==> src/design/assert_macros.svh <==
// Concurrent assertion helpers for the pixel writer.
// Both sample on i_clk and are held off while i_rst_n is low.
`ifndef ASSERT_MACROS_SVH
`define ASSERT_MACROS_SVH

`ifndef NO_ASSERTIONS

// Property that must hold on every enabled clock edge.
`define ABPW_ASSERT(lbl, prop) \
    lbl: assert property (@(posedge i_clk) disable iff (!i_rst_n) (prop)) \
        else $error("assertion failed");

// Implication: when ante holds, cons holds on the same edge.
`define ABPW_ASSERT_IMP(lbl, ante, cons) \
    lbl: assert property (@(posedge i_clk) disable iff (!i_rst_n) (ante) |-> (cons)) \
        else $error("assertion failed");

`else

`define ABPW_ASSERT(lbl, prop)
`define ABPW_ASSERT_IMP(lbl, ante, cons)

`endif

`endif

==> src/design/abpw_pkg.sv <==
`default_nettype none

package abpw_pkg;

    localparam int MAX_DIM   = 4096;
    localparam int DIM_W     = 13;
    localparam int COORD_W   = 16;
    localparam int COLOR_W   = 32;
    localparam int IDX_W     = 24;
    localparam int CFG_IDX_W = 2;
    localparam int CH_W      = 8;
    localparam int PROD_W    = 2 * CH_W;

    localparam logic [CFG_IDX_W-1:0] REG_IMAGE_WIDTH  = 2'd0;
    localparam logic [CFG_IDX_W-1:0] REG_IMAGE_HEIGHT = 2'd1;

    localparam logic [DIM_W-1:0] MAX_DIM_V = DIM_W'(MAX_DIM);
    localparam logic [CH_W-1:0]  CH_MAX    = 8'hFF;

    typedef struct packed {
        logic signed [COORD_W-1:0] x_coord;
        logic signed [COORD_W-1:0] y_coord;
        logic        [COLOR_W-1:0] fg_color;
        logic        [COLOR_W-1:0] bg_color;
    } t_req;

    typedef struct packed {
        logic               inside_res;
        logic [IDX_W-1:0]   pixel_index;
        logic [COLOR_W-1:0] out_color;
    } t_res;

    // Dimension registers clamp at MAX_DIM on write.
    function automatic logic [DIM_W-1:0] sat_dim(input logic [DIM_W-1:0] v);
        logic [DIM_W-1:0] d;
        d = v;
        if (v > MAX_DIM_V) begin
            d = MAX_DIM_V;
        end
        return d;
    endfunction

    // floor(n / 255) for n <= 255*255: (n + 1 + (n >> 8)) >> 8
    function automatic logic [CH_W-1:0] div255(input logic [PROD_W-1:0] n);
        logic [PROD_W:0] t;
        t = {1'b0, n} + (PROD_W+1)'(1) + (PROD_W+1)'(n >> CH_W);
        return t[CH_W +: CH_W];
    endfunction

endpackage

`default_nettype wire

==> src/design/alpha_blend_pixel_writer_top.sv <==
// RGBA8888 source-over pixel writer. A request is taken on any clock where
// start is high; busy never rises, so one pixel per clock is sustained. Each
// request yields exactly one result on o_res, flagged by o_res_valid for a
// single cycle, in request order. It passes through four pipeline registers:
// bounds check, 8x8 and row-offset multiplies, channel and index sums, and the
// divide-by-255 correction with the final select. There is no backpressure:
// the consumer must take every result in the cycle it appears. Width and
// height are written through the cfg port (always ready); the user must write
// them only while no pixel is in flight, which the block itself does not
// enforce. Values above MAX_DIM are clamped.
`default_nettype none

`include "assert_macros.svh"

module alpha_blend_pixel_writer_top
    import abpw_pkg::*;
(
    input  wire logic                 i_clk,
    input  wire logic                 i_rst_n,
    input  wire logic                 start,
    output logic                      busy,
    input  wire t_req                 i_req,
    output logic                      o_res_valid,
    output t_res                      o_res,
    input  wire logic                 i_cfg_valid,
    output logic                      o_cfg_ready,
    input  wire logic [CFG_IDX_W-1:0] i_cfg_index,
    input  wire logic [DIM_W-1:0]     i_cfg_data
);

    logic [DIM_W-1:0] r_width, r_height;
    logic [DIM_W-1:0] n_width, n_height;

    assign busy        = 1'b0;
    assign o_cfg_ready = 1'b1;

    always_comb begin
        n_width  = r_width;
        n_height = r_height;
        if (i_cfg_valid) begin
            case (i_cfg_index)
                REG_IMAGE_WIDTH:  n_width  = sat_dim(i_cfg_data);
                REG_IMAGE_HEIGHT: n_height = sat_dim(i_cfg_data);
                default: ;
            endcase
        end
    end

    always_ff @(posedge i_clk) begin
        if (!i_rst_n) begin
            r_width  <= '0;
            r_height <= '0;
        end else begin
            r_width  <= n_width;
            r_height <= n_height;
        end
    end

    // ---- stage 1: register request, bounds check ----
    logic n_inside1;
    logic r_v1, r_in1;
    t_req r_req1;

    assign n_inside1 = !i_req.x_coord[COORD_W-1] && !i_req.y_coord[COORD_W-1]
        && (COORD_W'(i_req.x_coord) < COORD_W'(r_width))
        && (COORD_W'(i_req.y_coord) < COORD_W'(r_height));

    // ---- stage 2: products ----
    logic                 r_v2, r_in2;
    logic [2*DIM_W-1:0]   r_row2;
    logic [DIM_W-1:0]     r_x2;
    logic [PROD_W-1:0]    r_pf2 [3];
    logic [PROD_W-1:0]    r_pb2 [3];
    logic [COLOR_W-1:0]   r_bg2;

    // ---- stage 3: sums ----
    logic                 r_v3, r_in3;
    logic [IDX_W-1:0]     r_idx3;
    logic [PROD_W-1:0]    r_sum3 [3];
    logic [COLOR_W-1:0]   r_bg3;

    logic [CH_W-1:0]      alpha1;
    logic [PROD_W-1:0]    n_pf [3];
    logic [PROD_W-1:0]    n_pb [3];
    logic [2*DIM_W:0]     n_idx;
    t_res                 n_res;

    assign alpha1 = r_req1.fg_color[CH_W-1:0];

    always_comb begin
        // channel k: R at bits 31:24, G 23:16, B 15:8
        for (int k = 0; k < 3; k++) begin
            n_pf[k] = alpha1 * r_req1.fg_color[COLOR_W-CH_W*(k+1) +: CH_W];
            n_pb[k] = (CH_MAX - alpha1) * r_req1.bg_color[COLOR_W-CH_W*(k+1) +: CH_W];
        end
    end

    assign n_idx = (2*DIM_W+1)'(r_row2) + (2*DIM_W+1)'(r_x2);

    always_comb begin
        n_res.inside_res = r_in3;
        if (r_in3) begin
            n_res.pixel_index = r_idx3;
            n_res.out_color   = {div255(r_sum3[0]), div255(r_sum3[1]),
                                 div255(r_sum3[2]), CH_MAX};
        end else begin
            n_res.pixel_index = '0;
            n_res.out_color   = r_bg3;
        end
    end

    always_ff @(posedge i_clk) begin
        if (!i_rst_n) begin
            r_v1        <= 1'b0;
            r_v2        <= 1'b0;
            r_v3        <= 1'b0;
            o_res_valid <= 1'b0;
        end else begin
            r_v1        <= start && !busy;
            r_v2        <= r_v1;
            r_v3        <= r_v2;
            o_res_valid <= r_v3;
        end
    end

    always_ff @(posedge i_clk) begin
        r_req1 <= i_req;
        r_in1  <= n_inside1;

        r_in2  <= r_in1;
        r_bg2  <= r_req1.bg_color;
        // when inside, y < height <= MAX_DIM so the low DIM_W bits carry y
        r_row2 <= DIM_W'(r_req1.y_coord) * r_width;
        r_x2   <= DIM_W'(r_req1.x_coord);
        for (int k = 0; k < 3; k++) begin
            r_pf2[k] <= n_pf[k];
            r_pb2[k] <= n_pb[k];
        end

        r_in3  <= r_in2;
        r_bg3  <= r_bg2;
        r_idx3 <= n_idx[IDX_W-1:0];
        // a*f + (255-a)*b never exceeds 255*255
        for (int k = 0; k < 3; k++) begin
            r_sum3[k] <= PROD_W'(r_pf2[k] + r_pb2[k]);
        end

        o_res  <= n_res;
    end

    `ABPW_ASSERT(a_latency, (start && !busy) |-> ##4 o_res_valid)
    `ABPW_ASSERT_IMP(a_outside_zero_idx, o_res_valid && !o_res.inside_res,
        o_res.pixel_index == '0)
    `ABPW_ASSERT_IMP(a_inside_opaque, o_res_valid && o_res.inside_res,
        o_res.out_color[CH_W-1:0] == CH_MAX)
    `ABPW_ASSERT(a_dim_clamped, (r_width <= MAX_DIM_V) && (r_height <= MAX_DIM_V))

endmodule

`default_nettype wire

==> config.mk <==
export PLATFORM = sky130hd
export DESIGN_NAME = alpha_blend_pixel_writer_top
export DESIGN_NICKNAME = d
export VERILOG_FILES = /design/src/design/abpw_pkg.sv /design/src/design/alpha_blend_pixel_writer_top.sv
export VERILOG_INCLUDE_DIRS = /design/src /design/src/design
export SDC_FILE = /design/constraint.sdc
export NUM_CORES = 2
export LEC_CHECK = 0
export BUFFER_PORTS_ARGS = -buffer_cell sky130_fd_sc_hd__buf_4
export CORE_UTILIZATION = 45
export DETAILED_ROUTE_END_ITERATION = 8
export SETUP_SLACK_MARGIN = 0.15
export SKIP_CTS_REPAIR_TIMING = 1
export SYNTH_ARGS = -nofsm -noshare
export SYNTH_HDL_FRONTEND = slang
export SYNTH_SLANG_ARGS = --single-unit
export TNS_END_PERCENT = 1
==> constraint.sdc <==
create_clock -name i_clk -period 6.65 [get_ports i_clk]
set_input_delay 1.33 -clock i_clk [delete_from_list [all_inputs] [get_ports i_clk]]
set_output_delay 1.33 -clock i_clk [all_outputs]
set_load 0.01 [all_outputs]
## Yosys cells after proc, flatten, opt, wreduce, memory -nomap -nowiden

Memory sizes are Yosys's and may differ from the RTL's.
Cells that the tools add are included.

- Register bits: 305
- Memory bits (writable): 144
- Memories: 3

Memory list:

| memory | depth | width | rd ports | clocked after Yosys merged registers in | write ports | line | RTL |
|---|---|---|---|---|---|---|---|
| r_pb2 | 3 | 16 | 3 | 0 | 3 | alpha_blend_pixel_writer_top.sv:73 | `logic [PROD_W-1:0] r_pb2 [3];` |
| r_pf2 | 3 | 16 | 3 | 0 | 3 | alpha_blend_pixel_writer_top.sv:72 | `logic [PROD_W-1:0] r_pf2 [3];` |
| r_sum3 | 3 | 16 | 3 | 0 | 3 | alpha_blend_pixel_writer_top.sv:79 | `logic [PROD_W-1:0] r_sum3 [3];` |

- Add/sub/neg operators: 11
- $mul: 7
- Magnitude comparators: 3
- Eq/ne operators: 1
- Multiplexer cells: 2
- Reductions and logical operators: 8

Operators by type and width:

| operator | number |
|---|---|
| 16-bit by 1-bit adder with 16-bit output (second input constant) | 3 |
| 16-bit adder | 3 |
| 16-bit by 8-bit adder with 16-bit output | 3 |
| 8-bit by 8-bit multiplier with 16-bit output | 3 |
| 16-bit by 13-bit less-than comparator with 1-bit output | 2 |
| 16-bit by 8-bit multiplier with 16-bit output | 2 |
| 32-bit 2-to-1 mux | 1 |
| 24-bit by 13-bit adder with 24-bit output | 1 |
| 13-bit by 13-bit multiplier with 24-bit output | 1 |
| 9-bit by 9-bit multiplier with 16-bit output | 1 |
| 13-bit > comparator (second input constant) | 1 |
| 13-bit 2-to-1 mux | 1 |
| 8-bit by 8-bit subtractor with 9-bit output (first input constant) | 1 |
| 2-bit AND reduction | 2 |
| 1-bit logical AND | 3 |
| 2-bit by 1-bit equality test with 1-bit output (second input constant) | 1 |
| 1-bit zero test | 2 |
| 2-bit zero test | 1 |

## Depth between registers and ports, before layout

- Word-level depth: 4
- Mapped depth: 20

## Least setup slack after synthesis

No wires, ideal clock.

- Path type: flip-flop to flip-flop
- Start: register r_req1[72] in the netlist's numbering
- End: register r_row2[20]
- Setup time: 0.136 ns
- Arrival: 5.051 ns
- Required time: 6.514 ns
- Slack: 1.463 ns
- Cell stages (with the launch flop): 19
- Path through: dfxtp_1 > clkbuf_1 > and2_1 > fa_1 > inv_1 > fa_1 > inv_1 > fa_1 > fa_1 > inv_1 > fa_1 > inv_1 > ha_1 > or3_2 > o22a_2 > a221o_4 > a31oi_4 > mux2i_1 > o2111ai_1

- Cells in the longest elaborated chain, start to end: 1

Ends and longest elaborated chain:

| what | line | RTL |
|---|---|---|
| start: declaration | alpha_blend_pixel_writer_top.sv:62 | `t_req r_req1;` |
| start signal: assignment | alpha_blend_pixel_writer_top.sv:127 | `r_req1 <= i_req;` |
| 13-bit by 13-bit multiplier with 24-bit output | alpha_blend_pixel_writer_top.sv:133 | `r_row2 <= DIM_W'(r_req1.y_coord) * r_width;` |
| end signal: assignment | alpha_blend_pixel_writer_top.sv:133 |  |
| end: declaration | alpha_blend_pixel_writer_top.sv:70 | `logic [2*DIM_W-1:0] r_row2;` |

Every way passes these cells.
A chain may end at the register's enable or synchronous reset.

## Worst setup path in the final report

- Start: register r_width[5]
- End: register r_row2[20]

- Cells in the longest elaborated chain, start to end: 1

Ends and longest elaborated chain:

| what | line | RTL |
|---|---|---|
| start: declaration | alpha_blend_pixel_writer_top.sv:31 | `logic [DIM_W-1:0] r_width, r_height;` |
| start signal: assignment | alpha_blend_pixel_writer_top.sv:54 | `r_width <= n_width;` |
| 13-bit by 13-bit multiplier with 24-bit output | alpha_blend_pixel_writer_top.sv:133 |  |

Every way passes these cells.

==> results.yml <==
clock_network:
  path_clk_slew_ns: 0.06
  cts_made_buffers: 51
  clock-sinks: 449
  htreeDepth: 2
  insertion_delay_ns: 0.60
  cts_root_buffer: "clkbuf_16"
  cts_tree: "yes"
  cts_buffer_depth: 3
routing:
  wl_mm: 67.2
  avgRoutedWirePerCell_um: 15.2
  drt_iter0_drc: 1011
  ant_nets: 0
  vias: 21400
  firstDrtPassIters: 5
  routed_via_density: 4.84
  drc: 0
timing:
  setup_ws_ns: 1.22
  finalHoldViolCount: 0
  maxSlewHeadroom_pct: 28.6
  fin_crit_ns: 5.43
  period_share_pct: 81.7
  report.final.slew_viol_count: 0
  rsz0062_at_grt: "no"
  finalHoldWorstSlack_ns: 0.322
  fin_skew_ns: 0.0195
  fmax_mhz: 184
  fin_tns_setup_ns: 0
  max_slew.worst_pin.slew_ns: 1.07
  setup_viol: 0
worst_hold_path:
  hp-start: "r_bg2[28]"
  whs_path_depth: 0
  min_to: "r_bg3[28]"
  hp-class: "reg2reg"
worst_setup_path:
  required_ns: 7.13
  crit_type: "reg2reg"
  end_kind: "flop"
  r2r-end: "r_row2[20]"
  reg2reg_depth: 16
  crit_arrival_ns: 5.91
  r2r_slack_ns: 1.22
  start_kind: "flop"
  worst-path-max-fanout: 15
  r2r_start: "r_width[5]"
finish:
  drive_above_1_share_pct: 9.03
  fin_nets: 4277
  syn2layout_area_growth_pct: 12.2
  fin_cells: 4421
logic_synthesis:
  yosys-top-cells-area: "dfxtp_1, fa_1, ha_1, inv_1, and2_1"
  yosysWarningCount: 0
  synth_common_cells: "inv_1, dfxtp_1, ha_1, fa_1, nand2_1"
  synth.avg_cell_area_um2: 9.71
  synth_area_mm2: 0.0319
  synth_cell_types: 68
  ys_seq_area_share_pct: 28.2
  synth_edf_count: 0
  synthArstFlopShare_pct: 0
  synthFlopType: "dfxtp_1"
  yosys.area.top_type: "dfxtp_1"
  yosys.area.top_type_share_pct: 28.2
  syn_inst: 3285
  synth_fp_nets: 4124
  synth_seq_cells: 449
  yosysMostFrequentCell: "inv_1"
place:
  dp_cells: 4325
  gp_congestion: 0.825
  hpwl_mm: 51.8
  pre_cts_ws_ns: 1.21
  port_buffers: 172
floorplanning:
  die_w_um: 268
  core.rowCount: 97
  core_region_area_mm2: 0.0700
  start_util_pct: 45.6
  fp.dieArea_mm2: 0.0720
  pin_count: 175
  die_height_um: 268
global_routing:
  grt_max_degree: 80
  grt_antenna_before_repair: 5
  gr-total-overflow: 0
  grt_pass1_vias: 21700
  track_usage_pct: 19.4
  grt_pass1_wl_mm: 112
run_status:
  status: "completed"
power_and_ir_drop:
  p_leak_nw: 17.2
  p_per_area_mw_per_mm2: 311
  peakVddDrop_mv: 0.194
job:
  cap_violations: 0
-- metrics by stage --
step / area [um^2] / utilization, % / total power, W
final: 35800 / 51.1 / 0.0112
after global routing: 35800 / 51.1 / 0.0121
after CTS: 35800 / 51.1 / 0.0113
after detailed placement: 34200 / 48.8 / 0.00850
after global placement: 34200 / 48.8 / 0.00848
after floorplan: 31900 / - / 0.00737
-- layout make-up --
class / instances / area [um^2]
Antenna cell: 2 / 5.00
Clock buffer: 68 / 1430
Clock inverter: 26 / 204
Fill cell: 6556 / 34200
Inverter: 498 / 1870
Multi-Input combinational cell: 2252 / 20700
Sequential cell: 449 / 9000
Tap cell: 940 / 1180
Timing Repair Buffer: 186 / 1400
-- kinds of logic after synthesis --
family,count (synthesis),synth area share (%)
AND/OR/NAND/NOR,992,16.3
adder cells (fa/ha/maj),724,36.4
buffers and inverters,584,6.90
flip-flops,449,28.2
AO/OA/AOI/OAI,366,7.50
XOR/XNOR,164,4.50
multiplexers,4,0.133
other,2,0.0235
-- routing by layer --
layer / GRT usage [%] / share of wire [%] / routed length [um]
met1: 27.4 / 49 / 32800
met2: 31.0 / 44 / 29800
met3: 2.93 / 4.8 / 3200
met4: 4.86 / 2.1 / 1420
met5: 0 / 0.010 / 7
-- cells in the final DEF, fill, tap and decap left out, types with 104 or more instances in the layout --
cell type	n
a21oi_1	139
and2_1	228
buf_4	186
dfxtp_1	440
fa_1	341
ha_1	383
inv_1	498
nand2_1	276
nor2_1	104
nor2b_1	146
xnor2_1	122
-- worst max path at each step --
stage | from | endpoint | slack [ns] | depth (start not counted)
2_1_floorplan | r_req1[72] | r_row2[20] | 1.46 | 18
3_3_place_gp | r_width[4] | r_row2[20] | 1.29 | 16
3_5_place_dp | r_width[4] | r_row2[20] | 1.21 | 16
4_1_cts | r_width[4] | r_row2[20] | 1.22 | 16
5_1_grt | r_width[4] | r_row2[23] | 0.88 | 16
6_report | r_width[5] | r_row2[20] | 1.22 | 16
-- state kept, by name, indices dropped and copies added, names as in the netlist --
register / flops
alpha1: 8
o_res: 57
o_res_valid: 1
r_bg2: 32
r_bg3: 32
r_height: 13
r_idx3: 24
r_in1: 1
r_in2: 1
r_in3: 1
r_pb2: 48
r_pf2: 48
r_req1: 82
r_row2: 24
r_sum3: 48
r_v1: 1
r_v2: 1
r_v3: 1
r_width: 13
r_x2: 13
-- worst max-delay path: stages, from the launching register on --
cell       delay (ns)
dfxtp_1          0.72
nand2_1          0.15
fa_1             0.53
inv_1            0.05
fa_1             0.40
fa_1             0.51
inv_1            0.06
fa_1             0.49
fa_1             0.49
inv_1            0.04
ha_1             0.21
or3_2            0.48
o22a_2           0.24
a221o_4          0.40
a31oi_4          0.22
mux2i_1          0.20
o2111ai_1        0.12
-- report_power, final --
part           internal (W)  switching [W]  leakage, nW  total (W)
registers           0.00326       0.000365         3.76    0.00362
clock network       0.00153        0.00118        0.792    0.00270
logic               0.00224        0.00259         12.6    0.00482
total               0.00702        0.00413         17.2     0.0112
(Power assumes the default switching activity.)
